--- src/rtl/assert_macros.svh ---
// Assertion macros for the RTL of the first-free allocator.
// Depends on nothing; included by files that carry concurrent checks.
`ifndef ASSERT_MACROS_SVH
`define ASSERT_MACROS_SVH

// Same-cycle implication, disabled during reset.
`define BFFA_ASSERT_IMPLY(lbl, clk, rst, ante, cons) \
   lbl: assert property (@(posedge clk) disable iff (rst) (ante) |-> (cons)) \
      else $error("implication check failed");

// Next-cycle implication, disabled during reset.
`define BFFA_ASSERT_NEXT(lbl, clk, rst, ante, cons) \
   lbl: assert property (@(posedge clk) disable iff (rst) (ante) |=> (cons)) \
      else $error("next-cycle check failed");

`endif

--- src/rtl/bffa_pkg.sv ---
// Package for the bitmap first-free allocator: item types, status codes and widths.
// Depends on nothing.
`default_nettype none

package bffa_pkg;

   localparam int WORD_BITS   = 32;
   localparam int BIT_W       = 5;
   localparam int DEF_ENTRIES = 128;

   localparam int IDX_W  = 7;
   localparam int FREE_W = 8;
   localparam int STAT_W = 2;

   localparam logic CMD_ALLOC   = 1'b0;
   localparam logic CMD_RELEASE = 1'b1;

   localparam logic [STAT_W-1:0] ST_GRANTED     = 2'd0;
   localparam logic [STAT_W-1:0] ST_FULL        = 2'd1;
   localparam logic [STAT_W-1:0] ST_RELEASED    = 2'd2;
   localparam logic [STAT_W-1:0] ST_BAD_RELEASE = 2'd3;

   typedef struct packed {
      logic             command;
      logic [IDX_W-1:0] release_index;
   } req_type;

   typedef struct packed {
      logic [STAT_W-1:0] status;
      logic [IDX_W-1:0]  granted_index;
      logic [FREE_W-1:0] free_left;
   } rsp_type;

endpackage

`default_nettype wire

--- src/rtl/bitmap_first_free_allocator_core.sv ---
// Top level of the bitmap first-free allocator: sequencer, bitmap memory and free count.
// Depends on bffa_pkg and assert_macros.svh.
//
// An item is taken when start is high and busy is low; its single result appears on rsp_data
// for exactly one cycle with rsp_valid high and cannot be held off. An allocate scans the
// bitmap one 32-bit word at a time through a single registered memory read port, passing
// through states READ and CHECK for each word read, up to and including the one holding
// the lowest free entry, at most ceil(ENTRIES/32) words. A release reads one word in the
// same states, rewriting it if the index was allocated and answering ST_BAD_RELEASE if not.
// An allocate when nothing is free, or a release of an index not below ENTRIES, answers in
// the next cycle. busy falls in the cycle the result is shown, so a new item can be taken
// then. Reset clears a valid flag per word at once; no clearing pass follows reset.
`default_nettype none

`include "assert_macros.svh"

module bitmap_first_free_allocator_core #(
   parameter int ENTRIES = bffa_pkg::DEF_ENTRIES
) (
   input  wire logic             clock,
   input  wire logic             reset,
   input  wire logic             start,
   output      logic             busy,
   input  wire bffa_pkg::req_type req_data,
   output      logic             rsp_valid,
   output      bffa_pkg::rsp_type rsp_data
);

   import bffa_pkg::*;

   localparam int WORDS = (ENTRIES + WORD_BITS - 1) / WORD_BITS;
   localparam int AW    = (WORDS > 1) ? $clog2(WORDS) : 1;
   localparam int CW    = $clog2(ENTRIES + 1);

   localparam logic [1:0] S_IDLE  = 2'd0;
   localparam logic [1:0] S_READ  = 2'd1;
   localparam logic [1:0] S_CHECK = 2'd2;

   logic [WORD_BITS-1:0] map_mem [WORDS];

   logic [1:0]           state_ff, state_in;
   logic [AW-1:0]        ptr_ff, ptr_in;
   logic                 cmd_ff, cmd_in;
   logic [BIT_W-1:0]     bit_ff, bit_in;
   logic [CW-1:0]        count_ff, count_in;
   logic [WORDS-1:0]     valid_ff, valid_in;
   logic [WORD_BITS-1:0] rdata_ff;
   logic                 rd_valid_ff;
   logic                 rsp_valid_ff, rsp_valid_in;
   rsp_type              rsp_ff, rsp_in;

   logic                 accept;
   logic                 wr_en;
   logic [WORD_BITS-1:0] wr_data;
   logic [WORD_BITS-1:0] word;
   logic [WORD_BITS-1:0] pad_mask;
   logic [WORD_BITS-1:0] eff;
   logic                 zero_found;
   logic [BIT_W-1:0]     zero_pos;
   logic [AW-1:0]        rel_word;

   assign accept    = start && (state_ff == S_IDLE);
   assign busy      = (state_ff != S_IDLE);
   assign rsp_valid = rsp_valid_ff;
   assign rsp_data  = rsp_ff;
   assign rel_word  = AW'(32'(req_data.release_index) >> BIT_W);

   assign word = rd_valid_ff ? rdata_ff : '0;
   assign eff  = word | pad_mask;

   always_comb begin
      for (int b = 0; b < WORD_BITS; b++) begin
         pad_mask[b] = ((int'(ptr_ff) * WORD_BITS + b) >= ENTRIES);
      end
   end

   always_comb begin
      zero_found = 1'b0;
      zero_pos   = '0;
      for (int b = WORD_BITS - 1; b >= 0; b--) begin
         if (!eff[b]) begin
            zero_found = 1'b1;
            zero_pos   = BIT_W'(b);
         end
      end
   end

   always_comb begin
      state_in     = state_ff;
      ptr_in       = ptr_ff;
      cmd_in       = cmd_ff;
      bit_in       = bit_ff;
      count_in     = count_ff;
      valid_in     = valid_ff;
      rsp_valid_in = 1'b0;
      rsp_in       = rsp_ff;
      wr_en        = 1'b0;
      wr_data      = word;
      case (state_ff)
         S_IDLE: begin
            if (accept) begin
               cmd_in = req_data.command;
               bit_in = req_data.release_index[BIT_W-1:0];
               rsp_in.granted_index = '0;
               rsp_in.free_left     = FREE_W'(count_ff);
               if (req_data.command == CMD_ALLOC) begin
                  ptr_in = '0;
                  if (count_ff == '0) begin
                     rsp_valid_in  = 1'b1;
                     rsp_in.status = ST_FULL;
                  end else begin
                     state_in = S_READ;
                  end
               end else begin
                  ptr_in = rel_word;
                  if (32'(req_data.release_index) >= ENTRIES) begin
                     rsp_valid_in  = 1'b1;
                     rsp_in.status = ST_BAD_RELEASE;
                  end else begin
                     state_in = S_READ;
                  end
               end
            end
         end
         S_READ: begin
            state_in = S_CHECK;
         end
         S_CHECK: begin
            rsp_in.granted_index = '0;
            rsp_in.free_left     = FREE_W'(count_ff);
            if (cmd_ff == CMD_ALLOC) begin
               if (zero_found) begin
                  wr_en                = 1'b1;
                  wr_data              = word | (WORD_BITS'(1) << zero_pos);
                  valid_in[ptr_ff]     = 1'b1;
                  count_in             = count_ff - 1'b1;
                  rsp_valid_in         = 1'b1;
                  rsp_in.status        = ST_GRANTED;
                  rsp_in.granted_index = IDX_W'({ptr_ff, zero_pos});
                  rsp_in.free_left     = FREE_W'(count_ff - 1'b1);
                  state_in             = S_IDLE;
               end else if (ptr_ff == AW'(WORDS - 1)) begin
                  rsp_valid_in  = 1'b1;
                  rsp_in.status = ST_FULL;
                  state_in      = S_IDLE;
               end else begin
                  ptr_in   = ptr_ff + 1'b1;
                  state_in = S_READ;
               end
            end else begin
               state_in     = S_IDLE;
               rsp_valid_in = 1'b1;
               if (word[bit_ff]) begin
                  wr_en            = 1'b1;
                  wr_data          = word & ~(WORD_BITS'(1) << bit_ff);
                  valid_in[ptr_ff] = 1'b1;
                  count_in         = count_ff + 1'b1;
                  rsp_in.status    = ST_RELEASED;
                  rsp_in.free_left = FREE_W'(count_ff + 1'b1);
               end else begin
                  rsp_in.status = ST_BAD_RELEASE;
               end
            end
         end
         default: begin
            state_in = S_IDLE;
         end
      endcase
   end

   always_ff @(posedge clock) begin
      if (reset) begin
         state_ff     <= S_IDLE;
         count_ff     <= CW'(ENTRIES);
         valid_ff     <= '0;
         rsp_valid_ff <= 1'b0;
      end else begin
         state_ff     <= state_in;
         count_ff     <= count_in;
         valid_ff     <= valid_in;
         rsp_valid_ff <= rsp_valid_in;
      end
   end

   always_ff @(posedge clock) begin
      ptr_ff <= ptr_in;
      cmd_ff <= cmd_in;
      bit_ff <= bit_in;
      rsp_ff <= rsp_in;
   end

   always_ff @(posedge clock) begin
      if (wr_en) begin
         map_mem[ptr_ff] <= wr_data;
      end
   end

   always_ff @(posedge clock) begin
      if (state_ff == S_READ) begin
         rdata_ff    <= map_mem[ptr_ff];
         rd_valid_ff <= valid_ff[ptr_ff];
      end
   end

   `BFFA_ASSERT_IMPLY(a_count_bound, clock, reset, 1'b1, count_ff <= CW'(ENTRIES))
   `BFFA_ASSERT_NEXT(a_accept_progress, clock, reset, accept, busy || rsp_valid)
   `BFFA_ASSERT_NEXT(a_grant_from_scan, clock, reset,
      state_ff == S_CHECK && cmd_ff == CMD_ALLOC && zero_found,
      rsp_valid && rsp_data.status == ST_GRANTED)

endmodule

`default_nettype wire

--- config.mk ---
export PLATFORM = sky130hd
export DESIGN_NAME = bitmap_first_free_allocator_core
export DESIGN_NICKNAME = d
export VERILOG_FILES = /design/src/rtl/bffa_pkg.sv /design/src/rtl/bitmap_first_free_allocator_core.sv
export VERILOG_INCLUDE_DIRS = /design/src /design/src/rtl
export SDC_FILE = /design/constraint.sdc
export NUM_CORES = 1
export LEC_CHECK = 0
export ABC_AREA = 1
export BUFFER_PORTS_ARGS = -buffer_cell sky130_fd_sc_hd__clkbuf_2
export CAP_MARGIN = 15
export CORE_MARGIN = 2
export CORE_UTILIZATION = 30
export CTS_BUF_LIST = sky130_fd_sc_hd__clkbuf_8
export CTS_CLUSTER_SIZE = 14
export DETAILED_ROUTE_END_ITERATION = 8
export SYNTH_ARGS = -nofsm -noshare
export SYNTH_HDL_FRONTEND = slang
export SYNTH_SLANG_ARGS = --single-unit
--- constraint.sdc ---
create_clock -name clock -period 7.4 [get_ports clock]
set_input_delay 1.48 -clock clock [delete_from_list [all_inputs] [get_ports clock]]
set_output_delay 1.48 -clock clock [all_outputs]
set_load 0.02 [all_outputs]
==> metrics.md, run 1 <==
| Metric | Value |
|---|---|
| Via count | between 7,000 and 8,000 |
| Place WS | between 3 and 4 ns |
| Final Max Slew Viols | 0 |
| Hold WS | roughly 0.48 ns |
| Die W | 181 µm |
| Starting Density | 0.305 |
| Post-CTS setup repair buffer count | 0 |
| Via/cell ratio | about 5 |
| GRT overflow | 0 |
| Area of the mapped netlist | between 9000 and 10,000 µm² |
| CP cell instances | inv_1, nor2_2, buf_4, inv_1, nor2_1, inv_1, nor2_1, a21oi_1, inv_1, nand2_1, inv_1, buf_4 |
| Required @ worst endpoint | 7.65 ns |
| Post-route insts no fill | between 1,000 and 1,500 |
| Flop and latch count out of synthesis | between 200 and 250 |
| Clock sink total | between 200 and 250 |
| Cts hold-fix bufs | 0 |
| Final Power | approximately 2500 µW |
| Min-delay worst type | flop to flop |
| Syn avg cell area | around 10 µm² |
| Top-area cell type share of the netlist area | 0.597 |
| Number of global-route vias before repair | 6,864 |
| Cells after DPL | between 1,000 and 1,500 |
| Sequential area share after synthesis | 0.629 |
| Clock Tree Buf Depth | 3 |
| CTS Root Cell | clkbuf_8 |
| Top cells by area, synth | edfxtp_1, nand2_1, nor2_1, o21ai_0, dfxtp_1 |
| Post-cts sizing count | 0 |
| CTS tree | yes |
| Post-synth EDFFs | around 190 |
| Grt met2 use | 0.255 |
| Most frequent cells in the layout | edfxtp_1, nand2_1, nor2_1 |
| Top Usage Layer GRT | met2 |
| Clock slew at reported path FFs | 0.06 ns |
| Cell family with most CP delay | buffers and inverters |
| CTS buffer count | 30 |
| DRT Wirelength | ~28,000 µm |
| Critical path capture point type | flop |
| Largest net degree at the start of global routing | 70 |
| Area leader, netlist | edfxtp_1 |
| Max Freq | 0.248 GHz |
| CP most frequent cell | inv_1 |
| Hold depth | 2 |
| Clk_lat worst skew | roughly 0.59 ns |
| Port buffer count | 29 |
| Core ar. | ~30,000 µm² |
| Std cell rows | 64 |
| Setup TNS | 0 ns |
| Top-level I/O count | 30 |
| GRT Total Usage | 0.168 |
| Hold Fails Final Rpt | 0 |
| Reg2Reg Depth | 12 |
| M3 GR Usage | 0.0265 |
| LEAKAGE | 0.00390 µW |
| Crit Path Class | flop to flop |
| DR WL/cell | between 20 and 25 µm |
| Least-Margin Pin Slew | approximately 1 ns |
| RSZ-0062 raised after global routing | no |
| Drt pass-1 iters | 5 |
| Critical Path Fanout Max | 32 |
| Iteration-0 DRC Markers | 700 |
| Initial antenna violation count | 0 |
| Worst stage delay on the critical path | 0.56 ns |
| Yosys warnings | 0 |
| Layout cells sized above 1 | 0.110 |
| Worst endpoint data arrival time | between 4 and 5 ns |
| CP max-delay cell | nor2_1 |
| Yosys cell types | 44 |
| CP startpoint kind | flop |
| Gate Count Post-Synth | 934 |
| HPWL after detailed placement | about 19,000 µm |
| Worst path depth | 12 |
| Fin crit share | 0.545 |
| Final Setup Violations | 0 |
| Max cap viols | 0 |
| Crit path buf inv count | 7 |
| Gpl congestion | ~0.94 |
| First-pass GRT wire length | about 42,000 µm |
| Pwr Density | between 200 and 250 nW/µm² |
| DRC violations left | 0 |
| Outcome | finished, final reports clean |
| Layout Nets | between 900 and 1,000 |
| Worst slew margin | 0.341 |
| Commonest non-fill, non-tap cell in the layout | edfxtp_1 |
| Final setup margin | between 3 and 4 ns |
| Fin crit period | ~4.0 ns |
| Syn Nets | roughly 950 |
| Final setup skew | around 0.010 ns |
| Ys flop type | edfxtp_1 |
| Die area | about 33,000 µm² |
| Met1 Track Usage GR | 0.246 |
| Ys async rst share | 0 |
| Layout area overhead | 13.0% |
| VDD IR-drop max | around 0.00011 V |
| Htree depth | 1 |
| Post-DRT Antenna Nets | 0 |
| Die Y | about 180 µm |
where the power goes:
group,internal [µW],total (µW),switching [µW]
registers,1300,1320,27.1
clock network,453,881,428
logic,78.7,305,226
total,1830,2510,681
worst paths after layout:
kind,start,endpoint,slack (ns)
max,state_ff[1],map_mem[0][16],3.37
min,valid_ff[3],valid_ff[3],0.48
max reg2reg,state_ff[1],map_mem[0][16],3.37
min reg2reg,valid_ff[3],valid_ff[3],0.48
layer usage:
metal  part of all wire  vias to the layer above
li1                   -                     3374
met3              0.069                       43
met5                  0                        -
met4              0.028                        0
met1               0.46                     3485
met2               0.44                      271
per-stage QoR:
stage               cell area (µm²)   util
floorplan                      9350      -
global placement               9940  0.324
detailed placement             9960  0.325
CTS                           10600  0.344
global route                  10600  0.344
finish                        10600  0.344
cells in the mapped netlist (2+ instances only):
cell type,instances
a211oi_1,3
a21oi_1,32
a22oi_1,2
a31oi_1,4
and2_1,4
buf_6,2
clkbuf_1,30
clkinv_1,7
dfxtp_1,15
edfxtp_1,186
ha_1,7
inv_1,74
inv_2,7
nand2_1,164
nand2_2,6
nand3_1,35
nand4_1,8
nor2_1,135
nor2_2,2
nor3_1,11
nor3_2,4
nor4_1,2
o2111ai_1,3
o211ai_1,16
o21ai_0,97
o21ai_1,10
o22ai_1,46
o31ai_1,4
xor2_1,3
flip-flops by register name (all words and copies together), names as in the netlist:
name         flops
bit_ff           5
cmd_ff           1
count_ff         8
map_mem        128
ptr_ff           2
rd_valid_ff      1
rdata_ff        32
rsp_data        17
rsp_valid        1
state_ff         2
valid_ff         4
layout make-up:
| type | count | area (µm²) |
|---|---|---|
| antenna | 1 | 2.50 |
| clock buffer | 37 | 509 |
| clock inverter | 19 | 86.3 |
| fill | 3139 | 20100 |
| inverter | 88 | 330 |
| multi-input combinational | 611 | 3000 |
| sequential | 201 | 5890 |
| tap | 396 | 495 |
| timing repair buffer | 42 | 255 |
tightest hold or removal path, cell delays in order, from the launching register on:
cell,delay (ns)
dfxtp_1,0.33
nor2_1,0.05
nor2_1,0.07
cell families (layout without fill, tap and decap cells):
logic type               after synthesis  in the layout  synth area share
AO/OA/AOI/OAI                        224            224             0.138
buffers and inverters                122            186            0.0511
adder cells (fa/ha/maj)                7              7           0.00937
other                                  0              1                 0
XOR/XNOR                               4              4           0.00375
flip-flops                           201            201             0.629
AND/OR/NAND/NOR                      376            376             0.168
No activity file was read; power rests on OpenSTA's default activity.
==> run 2, diff against run 1 <==
Clock period 7.4 ns to 3.85 ns, I/O delays scaled along.
==> metrics.md, run 2 (same netlist as run 1, synthesis figures left out) <==
| Metric | Value |
|---|---|
| Outcome | finished, final reports clean |
| Clk_lat worst skew | 0.52 ns |
| Crit path buf inv count | 1 |
| GRT Total Usage | 0.165 |
| Met2 wire len | between 10,000 and 15,000 µm |
| Core ar. | around 30,000 µm² |
| RSZ-0062 raised after global routing | no |
| Fin crit period | ~3.4 ns |
| Iteration-0 DRC Markers | 616 |
| Worst slew margin | 0.435 |
| DRT Wirelength | approximately 27,000 µm |
| First-pass GRT wire length | roughly 42,000 µm |
| Die Y | 181 µm |
| HPWL after detailed placement | about 18,000 µm |
| Setup TNS | 0 ns |
| Initial antenna violation count | 0 |
| Pwr Density | roughly 460 nW/µm² |
| Most frequent cells in the layout | edfxtp_1, nand2_1, nor2_1 |
| Hold WS | between 0.4 and 0.5 ns |
| Critical Path Fanout Max | 9 |
| Final Max Slew Viols | 0 |
| Final setup skew | 0.0130 ns |
| CP max-delay cell | edfxtp_1 |
| Post-cts sizing count | 0 |
| Max cap viols | 0 |
| WL met3 | between 2000 and 2500 µm |
| DR WL/cell | between 15 and 20 µm |
| Via/cell ratio | around 5.2 |
| Hold Fails Final Rpt | 0 |
| Max Freq | 0.294 GHz |
| VDD IR-drop max | between 0.00015 and 0.0002 V |
| DRC violations left | 0 |
| FILL cells | ~3,100 |
| Gpl congestion | between 1 and 1.5 |
| LEAKAGE | between 0.004 and 0.005 µW |
| CTS buffer count | 34 |
| Design area | approximately 11,000 µm² |
| Min-delay worst type | input pin to flop |
| Crit Path Class | flop to flop |
| CTS Root Cell | clkbuf_8 |
| Clock sink total | around 200 |
| Clock slew at reported path FFs | approximately 0.06 ns |
| Die W | 181 µm |
| Post-Route M1 WL | roughly 12,000 µm |
| Port buffer count | 29 |
| Htree depth | 2 |
| Commonest non-fill, non-tap cell in the layout | edfxtp_1 |
| CTS tree | yes |
| Die area | between 30,000 and 40,000 µm² |
| Most flop-heavy register | map_mem |
| Inserted Diodes | 0 |
| Largest net degree at the start of global routing | 70 |
| GRT overflow | 0 |
| Cell family with most CP delay | simple AND/OR/NAND/NOR gates |
| Drt pass-1 iters | 6 |
| Number of global-route vias before repair | a little over 7,000 |
| Via count | 7,349 |
| Layout Nets | just over 1,000 |
| Fin crit share | 0.883 |
| Layout area overhead | 15.8% |
| Post-CTS setup repair buffer count | 0 |
| Cts hold-fix bufs | 0 |
| CP cell instances | nand2_1, inv_1, a211oi_1, o31ai_1, nand2_1, nand2_1, nand2_1, nand2_1, nand2_1, nand2_1, nand2_1, nand2_1, nand2_1, nand3_1, nand3_1, nand3_1, nand4_1, o21ai_0, nand2_1, o21ai_0 |
| CP most frequent cell | nand2_1 |
| Post-DRT Antenna Nets | 0 |
| Final Setup Violations | 0 |
| Starting Density | 0.305 |
| Layout cells sized above 1 | 0.127 |
| Worst endpoint data arrival time | between 3 and 4 ns |
| Top-level I/O count | 30 |
| Std cell rows | 64 |
| Least-Margin Pin Slew | between 0.8 and 0.9 ns |
| Required @ worst endpoint | ~4.1 ns |
| CP startpoint kind | flop |
| Critical path capture point type | flop |
| Top Layer Used | met4 |
| Max reg flops | 128 |
| DP Area | 10,200 µm² |
| Clock Tree Buf Depth | 3 |
| Worst stage delay on the critical path | around 0.52 ns |
run 2: cell types whose count changed in the layout (fill, tap and decap cells not counted), sizes merged:
cell    before  now
clkinv      10   15
bufinv       0    1
buf         13   31
diode        1    0
inv         97   94
clkbuf      66   68
run 2: area by class of cell:
class | instances | area, µm² | area share
tap | 396 | 495 | 0.0458
clock buffer | 39 | 537 | 0.0496
clock inverter | 22 | 111 | 0.0103
multi-input combinational | 611 | 3000 | 0.277
timing repair buffer | 60 | 473 | 0.0437
inverter | 88 | 330 | 0.0305
sequential | 201 | 5890 | 0.544
run 2: final timing paths:
| check | from | endpoint | slack [ns] | cells past startpoint |
|---|---|---|---|---|
| setup / recovery | rd_valid_ff | map_mem[0][21] | 0.45 | 20 |
| hold / removal | req_data[1] | bit_ff[1] | 0.44 | 1 |
| setup reg to reg | rd_valid_ff | map_mem[0][21] | 0.45 | 20 |
| hold reg to reg | valid_ff[2] | valid_ff[2] | 0.47 | 2 |
run 2: power by group:
| part | internal (µW) | total, µW | switching [µW] |
|---|---|---|---|
| clock | 988 | 1840 | 848 |
| combinational | 164 | 587 | 423 |
| sequential | 2490 | 2540 | 49.3 |
run 2: worst register-to-register path: cells and delay by family, from the launching register on:
family / cells / cell delay, ns
simple gates: 15 / 1.54
flops: 1 / 0.52
buf+inv: 1 / 0.18
compound gates: 4 / 0.88
run 2: stage by stage:
step                total power (µW)  instances  worst slack [ns]  utilization
floorplan                       2950        934              1.07            -
global placement                3150       1355             0.528        0.331
detailed placement              3160       1355             0.567        0.331
CTS                             5000       1416             0.482        0.352
global route                    5180       1417             0.105        0.353
finish                          4960       1417             0.450        0.353
run 2: layer usage:
| layer | vias up | GRT usage |
|---|---|---|
| li1 | 3426 | - |
| met1 | 3552 | 0.226 |
| met2 | 302 | 0.261 |
| met3 | 69 | 0.0358 |
| met4 | 0 | 0.0506 |
| met5 | - | 0 |
==> run 3, diff against run 2 <==
Settings changed: CORE_MARGIN 2 to default.
==> metrics.md, run 3 (same netlist as run 1, synthesis figures left out) <==
| Metric | Value |
|---|---|
| Min-Delay Startpoint | req_data[0] |
| Inserted Diodes | 0 |
| Commonest non-fill, non-tap cell in the layout | edfxtp_1 |
| Die W | ~180 µm |
| HPWL after detailed placement | around 17,000 µm |
| Pwr Density | roughly 450 nW/µm² |
| Seq. cell area | approximately 5900 µm² |
| Max cap viols | 0 |
| CTS Root Cell | clkbuf_8 |
| CP max-delay cell | edfxtp_1 |
| CP most frequent cell | nand2_1 |
| Multi-input gate area | between 3000 and 4000 µm² |
| Hold Fails Final Rpt | 0 |
| Clock Tree Buf Depth | 3 |
| Starting Density | 0.306 |
| Worst slew margin | 0.497 |
| Final setup skew | between 0.03 and 0.04 ns |
| Max reg flops | between 100 and 150 |
| Reg2Reg Depth | 33 |
| Worst r2r src | rdata_ff[30] |
| Iteration-0 DRC Markers | 676 |
| Critical Path Fanout Max | 4 |
| Reg-to-reg slack, setup | ~0.36 ns |
| Initial antenna violation count | 0 |
| CTS tree | yes |
| DP Area | slightly above 10,000 µm² |
| Die Y | 179 µm |
| Layout cells sized above 1 | 0.126 |
| Clk_lat worst skew | just over 0.5 ns |
| Worst endpoint data arrival time | roughly 3.7 ns |
| Number of global-route vias before repair | around 7,100 |
| Layout Nets | 1,010 |
| Hold depth | 1 |
| R2R Path End | map_mem[0][24] |
| Design area | around 11,000 µm² |
| Largest net degree at the start of global routing | 70 |
| DRT Wirelength | 25,900 µm |
| Post-DRT Antenna Nets | 0 |
| Required @ worst endpoint | ~4.1 ns |
| Final Setup Violations | 0 |
| Critical path capture point type | flop |
| Min-delay worst type | input pin to flop |
| GRT Total Usage | 0.166 |
| FILL cells | approximately 3,100 |
| Drt pass-1 iters | 5 |
| CP startpoint kind | flop |
| Post-route insts no fill | 1,411 |
| Place WS | roughly 0.37 ns |
| Via count | between 7,000 and 8,000 |
| Core ar. | around 31,000 µm² |
| GRT overflow | 0 |
| Std cell rows | 64 |
| CTS buffer count | 34 |
| VDD IR-drop max | just under 0.0002 V |
| Die area | about 32,000 µm² |
| Clock slew at reported path FFs | about 0.060 ns |
| Outcome | finished, final reports clean |
| Fin crit period | ~3.5 ns |
| Least-Margin Pin Slew | 0.755 ns |
| Cells after DPL | around 1,400 |
| RSZ-0062 raised after global routing | no |
| Final Max Slew Viols | 0 |
| Port buffer count | 29 |
| Htree depth | 2 |
| Final Power | just under 5000 µW |
| First-pass GRT wire length | 40,500 µm |
| Via/cell ratio | just over 5 |
| DRC violations left | 0 |
| LEAKAGE | between 0.003 and 0.004 µW |
| Setup TNS | 0 ns |
| Most frequent cells in the layout | edfxtp_1, nand2_1, nor2_1 |
| Clock sink total | between 200 and 250 |
| DR WL/cell | approximately 18 µm |
| Top-level I/O count | 30 |
| Worst stage delay on the critical path | 0.43 ns |
| Hold EP | bit_ff[0] |
| Layout area overhead | 14.2% |
| Most flop-heavy register | map_mem |
| Max Freq | approximately 0.29 GHz |
| Gpl congestion | 1.02 |
| Final setup margin | between 0.3 and 0.4 ns |
| Crit Path Class | flop to flop |
| Fin crit share | 0.906 |
## run 3: changes by cell type in the layout (fill, tap and decap cells not counted), moves of 2 or more
cell | before | now
clkbuf_8 | 39 | 37
a21oi_1 | 32 | 30
clkinv_2 | 2 | 5
buf_4 | 24 | 26
buf_12 | 6 | 1
a21oi_2 | 0 | 2
inv_1 | 86 | 84
## run 3: repair_timing
item	4_1_cts	5_1_grt
hold buffers	0	0
buffers inserted	0	0
endpoints found under the setup margin	0	8
resized for setup	0	2
## run 3: report_power, final
group	switching (µW)	total (µW)	internal [µW]	leakage [µW]
sequential	44.3	2530	2490	0.00184
combinational	424	582	157	0.00177
clock	815	1700	881	0.000354
## run 3: cell type report
| cell class | count | area share |
|---|---|---|
| flip-flops and latches | 201 | 0.551 |
| repair buffers | 56 | 0.0338 |
| clock inverters | 22 | 0.00832 |
| well taps | 396 | 0.0464 |
| inverters | 88 | 0.0309 |
| clock buffers | 37 | 0.0477 |
| multi-input cells | 611 | 0.281 |
## run 3: worst max path at each step
| stage | cells past startpoint | slack, ns | from | to |
|---|---|---|---|---|
| floorplan | 12 | 1.07 | bit_ff[2] | map_mem[0][0] |
| detailed placement | 35 | 0.37 | rdata_ff[30] | map_mem[0][4] |
| CTS | 35 | 0.34 | rdata_ff[30] | map_mem[2][4] |
| global route | 33 | 0.02 | rdata_ff[30] | map_mem[3][26] |
| global placement | 35 | 0.34 | rdata_ff[30] | map_mem[2][20] |
| finish | 33 | 0.36 | rdata_ff[30] | map_mem[0][24] |
## run 3: per-layer routing
layer,track usage,share of wire
met5,0,0
met2,0.265,0.45
met4,0.0618,0.028
met1,0.222,0.44
met3,0.0337,0.081
## run 3: critical path, delay by kind of cell, from the launching register on
family | cells | cell delay [ns]
AOI/OAI and AO/OA | 1 | 0.42
DFF | 1 | 0.43
and+or+nand+nor | 32 | 2.34
## run 3: through the flow
step,util,hold slack [ns]
final,0.349,0.437
after global routing,0.349,0.416
after CTS,0.349,0.409
after detailed placement,0.329,0.453
after global placement,0.329,0.446
after floorplan,-,0.435
